**src/hw/rtl/ptr_pkg.sv**
```systemverilog
`default_nettype none
package ptr_pkg;
   localparam logic [1:0] SCHEME_FIFO  = 2'd0;
   localparam logic [1:0] SCHEME_LRU   = 2'd1;
   localparam logic [1:0] SCHEME_CLOCK = 2'd2;
   localparam logic [1:0] SCHEME_NONE  = 2'd3;

   localparam logic [1:0] OUT_HIT   = 2'd0;
   localparam logic [1:0] OUT_FILL  = 2'd1;
   localparam logic [1:0] OUT_EVICT = 2'd2;
   localparam logic [1:0] OUT_ERROR = 2'd3;

   localparam logic [1:0] REG_SCHEME = 2'd0;
   localparam logic [1:0] REG_OFFSET = 2'd1;
   localparam logic [1:0] REG_FRAMES = 2'd2;

   // controller -> datapath
   typedef struct packed {
      logic lookup;     // register lookup results of the held address
      logic scan_step;  // examine one frame (LRU min / CLOCK sweep)
      logic scan_start; // reset the scan
      logic commit;     // write table, counters, result
   } cmd_type;

   // datapath -> controller
   typedef struct packed {
      logic need_scan;  // full miss with LRU or CLOCK
      logic scan_done;
   } status_type;
endpackage
`default_nettype wire

```
**src/hw/rtl/ptr_if.sv**
```systemverilog
`default_nettype none
interface ptr_req_if #(parameter int ADDR_WIDTH = 32);
   logic                  valid;
   logic                  ready;
   logic [ADDR_WIDTH-1:0] logical_addr;
   modport source (output valid, output logical_addr, input ready);
   modport sink   (input valid, input logical_addr, output ready);
endinterface

interface ptr_rsp_if;
   logic        valid;
   logic        ready;
   logic [31:0] physical_addr;
   logic [1:0]  outcome;
   logic [3:0]  frame_index;
   logic [31:0] fault_total;
   logic [31:0] evict_total;
   modport source (output valid, output physical_addr, output outcome,
                   output frame_index, output fault_total, output evict_total,
                   input ready);
   modport sink   (input valid, input physical_addr, input outcome,
                   input frame_index, input fault_total, input evict_total,
                   output ready);
endinterface

interface ptr_csr_if;
   logic        valid;
   logic        ready;
   logic [1:0]  index;
   logic [31:0] data;
   modport source (output valid, output index, output data, input ready);
   modport sink   (input valid, input index, input data, output ready);
endinterface
`default_nettype wire

```
**src/hw/rtl/ptr_ctrl.sv**
```systemverilog
`default_nettype none
module ptr_ctrl (
   input  wire                 clock,
   input  wire                 reset,
   input  wire                 req_valid,
   output logic                req_ready,
   output logic                rsp_valid,
   input  wire                 rsp_ready,
   input  ptr_pkg::status_type status,
   output ptr_pkg::cmd_type    cmd
);
   localparam logic [1:0] ST_IDLE = 2'd0;
   localparam logic [1:0] ST_LOOK = 2'd1;
   localparam logic [1:0] ST_SCAN = 2'd2;
   localparam logic [1:0] ST_DONE = 2'd3;

   logic [1:0] state_ff, state_in;
   logic       rsp_valid_ff, rsp_valid_in;

   // result register frees when taken; a new item may start meanwhile
   wire free_out = !rsp_valid_ff || rsp_ready;

   always_comb begin
      state_in     = state_ff;
      rsp_valid_in = rsp_valid_ff && !rsp_ready;
      cmd          = '0;
      req_ready    = (state_ff == ST_IDLE);
      unique case (state_ff)
         ST_IDLE: begin
            if (req_valid) state_in = ST_LOOK;
         end
         ST_LOOK: begin
            cmd.lookup     = 1'b1;
            cmd.scan_start = 1'b1;
            state_in       = ST_DONE;
         end
         ST_DONE: begin
            if (status.need_scan) begin
               state_in = ST_SCAN;
            end else if (free_out) begin
               cmd.commit   = 1'b1;
               rsp_valid_in = 1'b1;
               state_in     = ST_IDLE;
            end
         end
         ST_SCAN: begin
            if (status.scan_done) begin
               if (free_out) begin
                  cmd.commit   = 1'b1;
                  rsp_valid_in = 1'b1;
                  state_in     = ST_IDLE;
               end
            end else begin
               cmd.scan_step = 1'b1;
            end
         end
         default: state_in = ST_IDLE;
      endcase
   end

   assign rsp_valid = rsp_valid_ff;

   always_ff @(posedge clock) begin
      if (reset) begin
         state_ff     <= ST_IDLE;
         rsp_valid_ff <= 1'b0;
      end else begin
         state_ff     <= state_in;
         rsp_valid_ff <= rsp_valid_in;
      end
   end
endmodule
`default_nettype wire

```
**src/hw/rtl/ptr_datapath.sv**
```systemverilog
`default_nettype none
module ptr_datapath #(
   parameter int MAX_FRAMES = 16,
   parameter int ADDR_WIDTH = 32
) (
   input  wire                   clock,
   input  wire                   reset,
   input  wire                   req_take,
   input  wire  [ADDR_WIDTH-1:0] req_addr,
   input  wire  [1:0]            cfg_scheme,
   input  wire  [4:0]            cfg_offset,
   input  wire  [4:0]            cfg_frames,
   input  ptr_pkg::cmd_type      cmd,
   output ptr_pkg::status_type   status,
   output logic [31:0]           physical_addr,
   output logic [1:0]            outcome,
   output logic [3:0]            frame_index,
   output logic [31:0]           fault_total,
   output logic [31:0]           evict_total
);
   localparam int FW = (MAX_FRAMES > 1) ? $clog2(MAX_FRAMES) : 1;
   localparam int CW = $clog2(MAX_FRAMES + 1);

   logic [ADDR_WIDTH-1:0] tag_ff [MAX_FRAMES];
   logic [31:0]           stamp_ff [MAX_FRAMES];
   logic [MAX_FRAMES-1:0] valid_ff, refb_ff;
   logic [FW-1:0]         fifo_ptr_ff, clk_ptr_ff;
   logic [31:0]           time_ff, fault_ff, evict_ff;
   logic [ADDR_WIDTH-1:0] addr_ff, page_ff, offs_ff;
   logic                  hit_ff, free_ff;
   logic [FW-1:0]         hit_idx_ff, free_idx_ff;
   logic [CW-1:0]         n_ff;
   logic [FW-1:0]         scan_ff;
   logic [FW-1:0]         best_ff;
   logic [31:0]           best_stamp_ff;
   logic                  done_ff;
   logic [31:0]           phys_ff, fault_o_ff, evict_o_ff;
   logic [1:0]            out_ff;
   logic [3:0]            fidx_ff;

   // frame count clamped to 1..MAX_FRAMES
   logic [CW-1:0] n_cur;
   always_comb begin
      if (cfg_frames == 5'd0) n_cur = CW'(1);
      else if (32'(cfg_frames) > 32'(MAX_FRAMES)) n_cur = CW'(MAX_FRAMES);
      else n_cur = CW'(cfg_frames);
   end

   logic [ADDR_WIDTH-1:0] page_c, offs_c;
   assign page_c = addr_ff >> cfg_offset;
   assign offs_c = addr_ff & ~({ADDR_WIDTH{1'b1}} << cfg_offset);

   // parallel match and first-free priority search
   logic          hit_c, free_c;
   logic [FW-1:0] hit_idx_c, free_idx_c;
   always_comb begin
      hit_c = 1'b0; free_c = 1'b0; hit_idx_c = '0; free_idx_c = '0;
      for (int i = MAX_FRAMES - 1; i >= 0; i--) begin
         if (CW'(i) < n_cur) begin
            if (valid_ff[i] && tag_ff[i] == page_c) begin
               hit_c = 1'b1; hit_idx_c = FW'(i);
            end
            if (!valid_ff[i]) begin
               free_c = 1'b1; free_idx_c = FW'(i);
            end
         end
      end
   end

   wire full_miss = !hit_ff && !free_ff;
   assign status.need_scan = full_miss && !done_ff &&
                             (cfg_scheme == ptr_pkg::SCHEME_LRU ||
                              cfg_scheme == ptr_pkg::SCHEME_CLOCK);
   assign status.scan_done = done_ff;

   wire [FW-1:0] fifo_use = (CW'(fifo_ptr_ff) >= n_ff) ? '0 : fifo_ptr_ff;
   // hand checked against the frame count of the item being looked up
   wire [FW-1:0] clk_use  = (CW'(clk_ptr_ff) >= n_cur) ? '0 : clk_ptr_ff;

   function automatic logic [FW-1:0] wrap_inc(input logic [FW-1:0] p,
                                              input logic [CW-1:0] n);
      logic [CW:0] s;
      s = {1'b0, CW'(p)} + 1'b1;
      if (s >= {1'b0, n}) return '0;
      return FW'(s);
   endfunction

   // victim and result selection at commit
   logic [FW-1:0] frame_c;
   logic [1:0]    oc_c;
   always_comb begin
      frame_c = '0;
      oc_c    = ptr_pkg::OUT_ERROR;
      if (hit_ff) begin
         frame_c = hit_idx_ff; oc_c = ptr_pkg::OUT_HIT;
      end else if (free_ff) begin
         frame_c = free_idx_ff; oc_c = ptr_pkg::OUT_FILL;
      end else begin
         case (cfg_scheme)
            ptr_pkg::SCHEME_FIFO: begin frame_c = fifo_use; oc_c = ptr_pkg::OUT_EVICT; end
            ptr_pkg::SCHEME_LRU:  begin frame_c = best_ff;  oc_c = ptr_pkg::OUT_EVICT; end
            ptr_pkg::SCHEME_CLOCK: begin frame_c = scan_ff; oc_c = ptr_pkg::OUT_EVICT; end
            default: begin frame_c = '0; oc_c = ptr_pkg::OUT_ERROR; end
         endcase
      end
   end

   wire [31:0] fault_n = hit_ff ? fault_ff : fault_ff + 32'd1;
   wire [31:0] evict_n = (oc_c == ptr_pkg::OUT_EVICT) ? evict_ff + 32'd1 : evict_ff;
   wire [63:0] phys_w  = ({{(64-FW){1'b0}}, frame_c} << cfg_offset) |
                         64'(offs_ff);

   always_ff @(posedge clock) begin
      if (req_take) addr_ff <= req_addr;
      if (cmd.lookup) begin
         hit_ff <= hit_c; free_ff <= free_c;
         hit_idx_ff <= hit_idx_c; free_idx_ff <= free_idx_c;
         page_ff <= page_c; offs_ff <= offs_c; n_ff <= n_cur;
      end
      if (cmd.scan_start) begin
         // LRU walks from frame 0, the clock sweep from the hand
         scan_ff <= (cfg_scheme == ptr_pkg::SCHEME_CLOCK) ? clk_use : '0;
         best_ff <= '0;
      end
      if (cmd.commit) begin
         phys_ff    <= (oc_c == ptr_pkg::OUT_ERROR) ? 32'd0 : phys_w[31:0];
         out_ff     <= oc_c;
         fidx_ff    <= 4'(frame_c);
         fault_o_ff <= fault_n;
         evict_o_ff <= evict_n;
         if (oc_c != ptr_pkg::OUT_ERROR && oc_c != ptr_pkg::OUT_HIT)
            tag_ff[frame_c] <= page_ff;
         if (oc_c == ptr_pkg::OUT_HIT || oc_c == ptr_pkg::OUT_FILL ||
             (oc_c == ptr_pkg::OUT_EVICT && cfg_scheme == ptr_pkg::SCHEME_LRU))
            stamp_ff[frame_c] <= time_ff;
      end
      if (cmd.scan_step) begin
         if (cfg_scheme == ptr_pkg::SCHEME_LRU) begin
            // one frame per cycle, strict less keeps lowest index on ties
            if (scan_ff == '0 || stamp_ff[scan_ff] < best_stamp_ff) begin
               best_ff <= scan_ff;
               best_stamp_ff <= stamp_ff[scan_ff];
            end
            scan_ff <= wrap_inc(scan_ff, n_ff);
         end else begin
            if (refb_ff[scan_ff]) scan_ff <= wrap_inc(scan_ff, n_ff);
         end
      end
   end

   always_ff @(posedge clock) begin
      if (reset) begin
         valid_ff    <= '0;
         refb_ff     <= '0;
         fifo_ptr_ff <= '0;
         clk_ptr_ff  <= '0;
         time_ff     <= '0;
         fault_ff    <= '0;
         evict_ff    <= '0;
         done_ff     <= 1'b0;
      end else begin
         if (cmd.scan_start) done_ff <= 1'b0;
         if (cmd.scan_step) begin
            if (cfg_scheme == ptr_pkg::SCHEME_LRU) begin
               if (CW'(scan_ff) + CW'(1) >= n_ff) done_ff <= 1'b1;
            end else begin
               if (refb_ff[scan_ff]) refb_ff[scan_ff] <= 1'b0;
               else done_ff <= 1'b1;
            end
         end
         if (cmd.commit) begin
            time_ff  <= time_ff + 32'd1;
            fault_ff <= fault_n;
            evict_ff <= evict_n;
            if (oc_c == ptr_pkg::OUT_HIT || oc_c == ptr_pkg::OUT_FILL)
               refb_ff[frame_c] <= 1'b1;
            if (oc_c == ptr_pkg::OUT_FILL) valid_ff[frame_c] <= 1'b1;
            if (oc_c == ptr_pkg::OUT_EVICT) begin
               if (cfg_scheme == ptr_pkg::SCHEME_FIFO)
                  fifo_ptr_ff <= wrap_inc(fifo_use, n_ff);
               if (cfg_scheme == ptr_pkg::SCHEME_CLOCK) begin
                  refb_ff[frame_c] <= 1'b1;
                  clk_ptr_ff <= wrap_inc(scan_ff, n_ff);
               end
            end
         end
      end
   end

   assign physical_addr = phys_ff;
   assign outcome       = out_ff;
   assign frame_index   = fidx_ff;
   assign fault_total   = fault_o_ff;
   assign evict_total   = evict_o_ff;
endmodule
`default_nettype wire

```
**src/hw/rtl/page_translate_with_replacement_top.sv**
```systemverilog
`default_nettype none
// An accepted item is looked up, then committed from ST_DONE on hit, fill,
// FIFO or error; LRU misses first scan every frame, CLOCK misses first sweep the
// hand past set reference bits. Commit waits until the result register is free.
// The single lookup/commit sequencer holds one item at a time. Reset
// (synchronous) frees all frames, zeroes pointers, time and counters, and
// restores 0/12/16.
module page_translate_with_replacement_top #(
   parameter int MAX_FRAMES = 16,
   parameter int ADDR_WIDTH = 32
) (
   input wire       clock,
   input wire       reset,
   ptr_req_if.sink  req,
   ptr_rsp_if.source rsp,
   ptr_csr_if.sink  csr
);
   logic [1:0] scheme_ff;
   logic [4:0] offset_ff, frames_ff;

   // configuration is always writable
   assign csr.ready = 1'b1;
   always_ff @(posedge clock) begin
      if (reset) begin
         scheme_ff <= ptr_pkg::SCHEME_FIFO;
         offset_ff <= 5'd12;
         frames_ff <= 5'd16;
      end else if (csr.valid) begin
         unique case (csr.index)
            ptr_pkg::REG_SCHEME: scheme_ff <= csr.data[1:0];
            ptr_pkg::REG_OFFSET: offset_ff <= csr.data[4:0];
            ptr_pkg::REG_FRAMES: frames_ff <= csr.data[4:0];
            default: ;
         endcase
      end
   end

   ptr_pkg::cmd_type    cmd;
   ptr_pkg::status_type status;

   ptr_ctrl u_ctrl (
      .clock     (clock),
      .reset     (reset),
      .req_valid (req.valid),
      .req_ready (req.ready),
      .rsp_valid (rsp.valid),
      .rsp_ready (rsp.ready),
      .status    (status),
      .cmd       (cmd)
   );

   ptr_datapath #(.MAX_FRAMES(MAX_FRAMES), .ADDR_WIDTH(ADDR_WIDTH)) u_dp (
      .clock         (clock),
      .reset         (reset),
      .req_take      (req.valid && req.ready),
      .req_addr      (req.logical_addr),
      .cfg_scheme    (scheme_ff),
      .cfg_offset    (offset_ff),
      .cfg_frames    (frames_ff),
      .cmd           (cmd),
      .status        (status),
      .physical_addr (rsp.physical_addr),
      .outcome       (rsp.outcome),
      .frame_index   (rsp.frame_index),
      .fault_total   (rsp.fault_total),
      .evict_total   (rsp.evict_total)
   );
endmodule
`default_nettype wire

```
**src/flat_wrapper.sv**
```systemverilog
// flat-port wrapper written by rule: the top's interface ports become plain ports
module page_translate_with_replacement_top_flat 
#(
   parameter int MAX_FRAMES = 16,
   parameter int ADDR_WIDTH = 32
)
  (clock, reset, req_valid, req_logical_addr, req_ready, rsp_valid, rsp_physical_addr, rsp_outcome, rsp_frame_index, rsp_fault_total, rsp_evict_total, rsp_ready, csr_valid, csr_index, csr_data, csr_ready);
  ptr_req_if #(.ADDR_WIDTH(ADDR_WIDTH)) req_i ();
  ptr_rsp_if rsp_i ();
  ptr_csr_if csr_i ();
  input wire clock;
  input wire reset;
  input wire logic [$bits(req_i.valid)-1:0] req_valid;
  input wire logic [$bits(req_i.logical_addr)-1:0] req_logical_addr;
  output wire logic [$bits(req_i.ready)-1:0] req_ready;
  output wire logic [$bits(rsp_i.valid)-1:0] rsp_valid;
  output wire logic [$bits(rsp_i.physical_addr)-1:0] rsp_physical_addr;
  output wire logic [$bits(rsp_i.outcome)-1:0] rsp_outcome;
  output wire logic [$bits(rsp_i.frame_index)-1:0] rsp_frame_index;
  output wire logic [$bits(rsp_i.fault_total)-1:0] rsp_fault_total;
  output wire logic [$bits(rsp_i.evict_total)-1:0] rsp_evict_total;
  input wire logic [$bits(rsp_i.ready)-1:0] rsp_ready;
  input wire logic [$bits(csr_i.valid)-1:0] csr_valid;
  input wire logic [$bits(csr_i.index)-1:0] csr_index;
  input wire logic [$bits(csr_i.data)-1:0] csr_data;
  output wire logic [$bits(csr_i.ready)-1:0] csr_ready;
  assign req_i.valid = req_valid;
  assign req_i.logical_addr = req_logical_addr;
  assign req_ready = req_i.ready;
  assign rsp_valid = rsp_i.valid;
  assign rsp_physical_addr = rsp_i.physical_addr;
  assign rsp_outcome = rsp_i.outcome;
  assign rsp_frame_index = rsp_i.frame_index;
  assign rsp_fault_total = rsp_i.fault_total;
  assign rsp_evict_total = rsp_i.evict_total;
  assign rsp_i.ready = rsp_ready;
  assign csr_i.valid = csr_valid;
  assign csr_i.index = csr_index;
  assign csr_i.data = csr_data;
  assign csr_ready = csr_i.ready;
  page_translate_with_replacement_top #(.MAX_FRAMES(MAX_FRAMES), .ADDR_WIDTH(ADDR_WIDTH)) u_core (.clock(clock), .reset(reset), .req(req_i), .rsp(rsp_i), .csr(csr_i));
endmodule
```
**config.mk**
```make
export PLATFORM = sky130hd
export DESIGN_NAME = page_translate_with_replacement_top_flat
export DESIGN_NICKNAME = d
export VERILOG_FILES = /design/src/hw/rtl/ptr_pkg.sv /design/src/hw/rtl/ptr_if.sv /design/src/hw/rtl/ptr_ctrl.sv /design/src/hw/rtl/ptr_datapath.sv /design/src/hw/rtl/page_translate_with_replacement_top.sv /design/src/flat_wrapper.sv
export SDC_FILE = /design/constraint.sdc
export NUM_CORES = 2
export LEC_CHECK = 0
export BUFFER_PORTS_ARGS = -buffer_cell sky130_fd_sc_hd__buf_2
export CORE_MARGIN = 3
export CORE_UTILIZATION = 55
export DETAILED_ROUTE_END_ITERATION = 16
export PLACE_DENSITY = 0.7
export SLEW_MARGIN = 5
export SYNTH_ARGS = -nofsm -noshare
export SYNTH_HDL_FRONTEND = slang
export SYNTH_SLANG_ARGS = --single-unit
```
**constraint.sdc**
```tcl
create_clock -name clock -period 10.4 [get_ports clock]
set_input_delay 0.52 -clock clock [delete_from_list [all_inputs] [get_ports clock]]
set_output_delay 0.52 -clock clock [all_outputs]
set_load 0.05 [all_outputs]
```
==> metrics.txt <==
# TYPE chip_impl_metric gauge
chip_impl_metric{name="synth-seq-area-share",unit=""} 0.6699
chip_impl_metric{name="fillCellCount",unit=""} 8027
chip_impl_metric{name="post-route-min-period",unit="ns"} 6.035
chip_impl_metric{name="firstDrtPassIters",unit=""} 6
chip_impl_metric{name="max_slew.worst_pin.slew",unit="ns"} 1.242
chip_impl_metric{name="flow.area_growth_from_synthesis",unit="%"} 12.64
chip_impl_metric{name="numCtsBuffers",unit=""} 145
chip_impl_metric{name="mappedNetlistArea",unit="um2"} 61620
chip_impl_info{name="path_class",value="flop to flop"} 1
chip_impl_metric{name="drive_above_1_share",unit=""} 0.1681
chip_impl_info{name="category_of_the_worst_setup_path_launch_point",value="flop"} 1
chip_impl_metric{name="std_cell_rows",unit=""} 122
chip_impl_metric{name="worstSetupPathDepth",unit=""} 13
chip_impl_metric{name="hold_ws",unit="ns"} 0.05764
chip_impl_metric{name="yosys_warns",unit=""} 0
chip_impl_info{name="clock-root-buffer",value="clkbuf_16"} 1
chip_impl_metric{name="routed_wl",unit="um"} 151700
chip_impl_info{name="tritoncts_clock_tree",value="yes"} 1
chip_impl_metric{name="grt_overall_usage",unit=""} 0.2598
chip_impl_metric{name="tritoncts_num_sinks",unit=""} 1428
chip_impl_metric{name="die_width",unit="um"} 340.7
chip_impl_metric{name="synth_fp_nets",unit=""} 4275
chip_impl_metric{name="detail_route.wl_per_cell",unit="um"} 25.45
chip_impl_info{name="worst_setup_path_end_kind",value="flop"} 1
chip_impl_metric{name="fp.coreArea",unit="um2"} 111000
chip_impl_metric{name="finalCritPeriodShare",unit=""} 0.5803
chip_impl_info{name="primary_ff_master_synth",value="edfxtp_1"} 1
chip_impl_metric{name="clock_tree.htree_level_count",unit=""} 4
chip_impl_metric{name="place_hpwl",unit="um"} 91160
chip_impl_metric{name="grt_pass1_vias",unit=""} 35175
chip_impl_metric{name="timing.reg2reg.setup_slack",unit="ns"} 4.36
chip_impl_info{name="worstPathCellList",value="buf_4 -> mux2_2 -> nand2_1 -> xor2_1 -> o2111ai_1 -> a2111oi_0 -> o2111ai_1 -> or3_4 -> nor4_4 -> o21ai_1 -> a21bo_1 -> a2111oi_2 -> nor3_1"} 1
chip_impl_metric{name="crit_fanout",unit=""} 34
chip_impl_metric{name="clkTransAtPathRegs",unit="ns"} 0.06
chip_impl_info{name="hold_path.class",value="primary input to flop"} 1
chip_impl_metric{name="yosysUniqueCellTypes",unit=""} 92
chip_impl_metric{name="first_pass_grt_wire_length",unit="um"} 225000
chip_impl_metric{name="final.setup.worst_slack",unit="ns"} 4.365
chip_impl_metric{name="cpPeakStageDelay",unit="ns"} 1.00
chip_impl_metric{name="clockBufferDepth",unit=""} 3
chip_impl_metric{name="setup_total_negative_slack",unit="ns"} 0
chip_impl_info{name="timing.rr.end",value="u_core.u_dp.hit_idx_ff[0]"} 1
chip_impl_metric{name="post-place-ws",unit="ns"} 4.356
chip_impl_info{name="timing.critical_path.from",value="u_core.offset_ff[0]"} 1
chip_impl_metric{name="drc",unit=""} 0
chip_impl_metric{name="die_area",unit="um2"} 116100
chip_impl_metric{name="die_y",unit="um"} 340.7
chip_impl_metric{name="clock-skew-final",unit="ns"} 0.03033
chip_impl_metric{name="synth-async-reset-ratio",unit=""} 0
chip_impl_metric{name="multi_input_area",unit="um2"} 19350
chip_impl_metric{name="final_net_count",unit=""} 4486
chip_impl_metric{name="portBuffers",unit=""} 147
chip_impl_metric{name="critical_path_buf_inv_count",unit=""} 1
chip_impl_metric{name="worstPathRequired",unit="ns"} 10.86
chip_impl_metric{name="final_setup_fails",unit=""} 0
chip_impl_info{name="critical-path-top-cell-by-count",value="o2111ai_1"} 1
chip_impl_metric{name="post_cts_repair_timing_setup_buffer_count",unit=""} 0
chip_impl_metric{name="postSynthRegisterBits",unit=""} 1428
chip_impl_metric{name="initial_util",unit=""} 0.5553
chip_impl_metric{name="boundaryPins",unit=""} 176
chip_impl_metric{name="max_clock_freq",unit="GHz"} 0.1657
chip_impl_metric{name="post_cts.resized_instances",unit=""} 0
chip_impl_metric{name="routed-via-count",unit=""} 36136
chip_impl_metric{name="syn_area_per_cell",unit="um2"} 14.88
chip_impl_metric{name="worstRegToRegCells",unit=""} 13
chip_impl_metric{name="grt_start_max_net_pins",unit=""} 81
chip_impl_metric{name="slew-limit-headroom",unit=""} 0.1504
chip_impl_metric{name="power_leakage",unit="nW"} 23.43
chip_impl_metric{name="antenna_found_initial",unit=""} 8
chip_impl_metric{name="drt-vias-per-instance",unit=""} 6.061
chip_impl_metric{name="grt_overflow",unit=""} 0
chip_impl_info{name="worst_r2r_startpoint",value="u_core.offset_ff[0]"} 1
chip_impl_info{name="critical_path.endpoint",value="u_core.u_dp.hit_idx_ff[0]"} 1
chip_impl_info{name="status",value="finished, final reports clean"} 1
chip_impl_metric{name="cells_after_synthesis",unit=""} 4141
chip_impl_metric{name="vdd_drop_max",unit="V"} 0.0001686
chip_impl_info{name="critical_path.slowest_cell",value="a2111oi_0"} 1
chip_impl_metric{name="ctsHoldBuffers",unit=""} 32
chip_impl_metric{name="power.density",unit="nW/um2"} 179.2
chip_impl_metric{name="clock_insertion_delay_worst_skew",unit="ns"} 0.75
chip_impl_metric{name="cap_viol_max_count",unit=""} 0
chip_impl_metric{name="globalplace.congestion",unit=""} 0.9287
chip_impl_info{name="unrepaired_setup_endpoints_after_global_routing",value="false"} 1
chip_impl_info{name="timing.critical_path.max_delay_family",value="compound AO/OA/AOI/OAI gates"} 1
chip_impl_metric{name="synth_edf_count",unit=""} 1268
chip_impl_metric{name="drt-initial-drc-count",unit=""} 4035
chip_impl_metric{name="layout.area.seq",unit="um2"} 41300
chip_impl_metric{name="final_max_slew_viol_count",unit=""} 0
chip_impl_metric{name="arrival",unit="ns"} 6.49
chip_impl_metric{name="postRouteAntennaNets",unit=""} 0
chip_impl_metric{name="final_hold_vio_count",unit=""} 0
-- cells by family after synthesis --
kind of cell / count (synthesis) / synth area share
multiplexers: 261 / 0.08077
other: 1 / 0.00006086
XOR/XNOR: 601 / 0.08555
buffers and inverters: 316 / 0.02181
flip-flops: 1428 / 0.6699
AO/OA/AOI/OAI: 446 / 0.04727
adder cells (fa/ha/maj): 63 / 0.01279
AND/OR/NAND/NOR: 1025 / 0.08183
-- placed cells by master (no fill, tap or decap), types with 37 or more instances in the layout --
cell type,count
xor2_1,311
nor3_1,57
or3_1,40
and3_1,37
ha_1,63
xnor2_1,289
nand2_1,222
nor2_1,266
a21oi_1,133
nand3_1,92
mux4_2,186
inv_1,109
nor4_1,49
mux2i_1,48
o21ai_0,80
edfxtp_1,1268
nand4_1,74
buf_4,87
clkbuf_16,147
buf_2,146
dfxtp_1,152
-- cell type report --
| class | count | area share |
|---|---|---|
| Antenna cell | 6 | 0.0002163 |
| Clock buffer | 187 | 0.05617 |
| Inverter | 114 | 0.006255 |
| Multi-Input combinational cell | 2397 | 0.2788 |
| Clock inverter | 76 | 0.01201 |
| Tap cell | 1488 | 0.02682 |
| Sequential cell | 1428 | 0.5950 |
| Timing Repair Buffer | 266 | 0.02471 |
-- cell usage after synthesis, drive strengths merged (15+ instances only) --
cell        n  area (um2)
nand2b     36       225.2
nor3       60       310.3
dfxtp     160        3203
ha         63       788.3
and3       37       231.5
o2111ai    15       131.4
mux2i      48       480.5
nor2      299        1125
nand2     223       839.6
or2        18       112.6
o22ai      33       206.5
a22oi      35       262.8
mux2       27       307.8
nor2b      25       156.4
buf        90       495.5
inv       111       416.7
xnor2     289        2531
nor4       52       346.6
clkbuf    112       420.4
nand4      74       462.9
xor2      312        2740
and2       28       175.2
a21oi     134       674.4
nand3      93       470.5
o21ai      86       430.4
or3        41       261.5
edfxtp   1268       38080
a21o       17       127.6
mux4      186        4189
-- through the flow --
step / power (mW) / cells / instance area [um2] / utilization
after global placement: 7.388 / 5661 / 64340 / 0.5798
after floorplan: 7.090 / 4141 / 61620 / -
after CTS: 12.51 / 5956 / 69400 / 0.6253
after global routing: 12.79 / 5960 / 69410 / 0.6254
after detailed placement: 7.398 / 5661 / 64340 / 0.5798
final: 12.44 / 5962 / 69410 / 0.6255
-- metal layers --
metal / track usage / share of wire / up-vias
li1: - / - / 15971
met4: 0.09147 / 0.033 / 2
met1: 0.3590 / 0.41 / 18297
met3: 0.04208 / 0.076 / 312
met2: 0.4225 / 0.48 / 1554
met5: 0 / 0.000073 / -
-- state kept, by name (all words and copies together) (netlist names), 5 cells and up --
signal	cells
u_core.u_dp.physical_addr	32
u_core.u_dp.time_ff	32
u_core.u_dp.tag_ff	512
u_core.u_dp.fault_ff	32
u_core.u_dp.evict_ff	32
u_core.u_dp.evict_total	32
u_core.u_dp.n_ff	5
u_core.u_dp.offs_ff	31
u_core.u_dp.best_stamp_ff	32
u_core.u_dp.stamp_ff	512
u_core.u_dp.fault_total	32
u_core.u_dp.addr_ff	32
u_core.u_dp.valid_ff	16
u_core.frames_ff	5
u_core.offset_ff	5
u_core.u_dp.page_ff	32
u_core.u_dp.refb_ff	16
-- how the worst min path moves through the flow --
stage	startpoint	endpoint	slack, ns	cells past startpoint
after floorplan	u_core.u_dp.best_ff[0]	u_core.u_dp.best_ff[0]	0.43	2
after global placement	u_core.u_dp.best_ff[2]	u_core.u_dp.best_ff[2]	0.45	2
after detailed placement	u_core.u_dp.best_ff[1]	u_core.u_dp.best_ff[1]	0.45	2
after CTS	csr_data[2]	u_core.frames_ff[2]	0.008	3
after global routing	csr_data[1]	u_core.offset_ff[1]	0.06	3
final	csr_data[2]	u_core.frames_ff[2]	0.06	3
-- power breakdown --
part	total, mW	leakage [nW]	switching (mW)	internal [mW]
sequential	6.43	13.3	0.121	6.31
combinational	0.868	7.87	0.567	0.301
clock	5.14	2.29	2.19	2.95
total	12.4	23.4	2.88	9.56
-- worst reg2reg max path: stages, from the launching register on --
cell and delay (ns):
dfxtp_2 0.81, buf_4 0.52, mux2_2 0.48, nand2_1 0.69, xor2_1 0.20, o2111ai_1 0.14
a2111oi_0 1.00, o2111ai_1 0.35, or3_4 0.46, nor4_4 0.34, o21ai_1 0.12, a21bo_1 0.21
a2111oi_2 0.34, nor3_1 0.08
(Power assumes the default switching activity.)
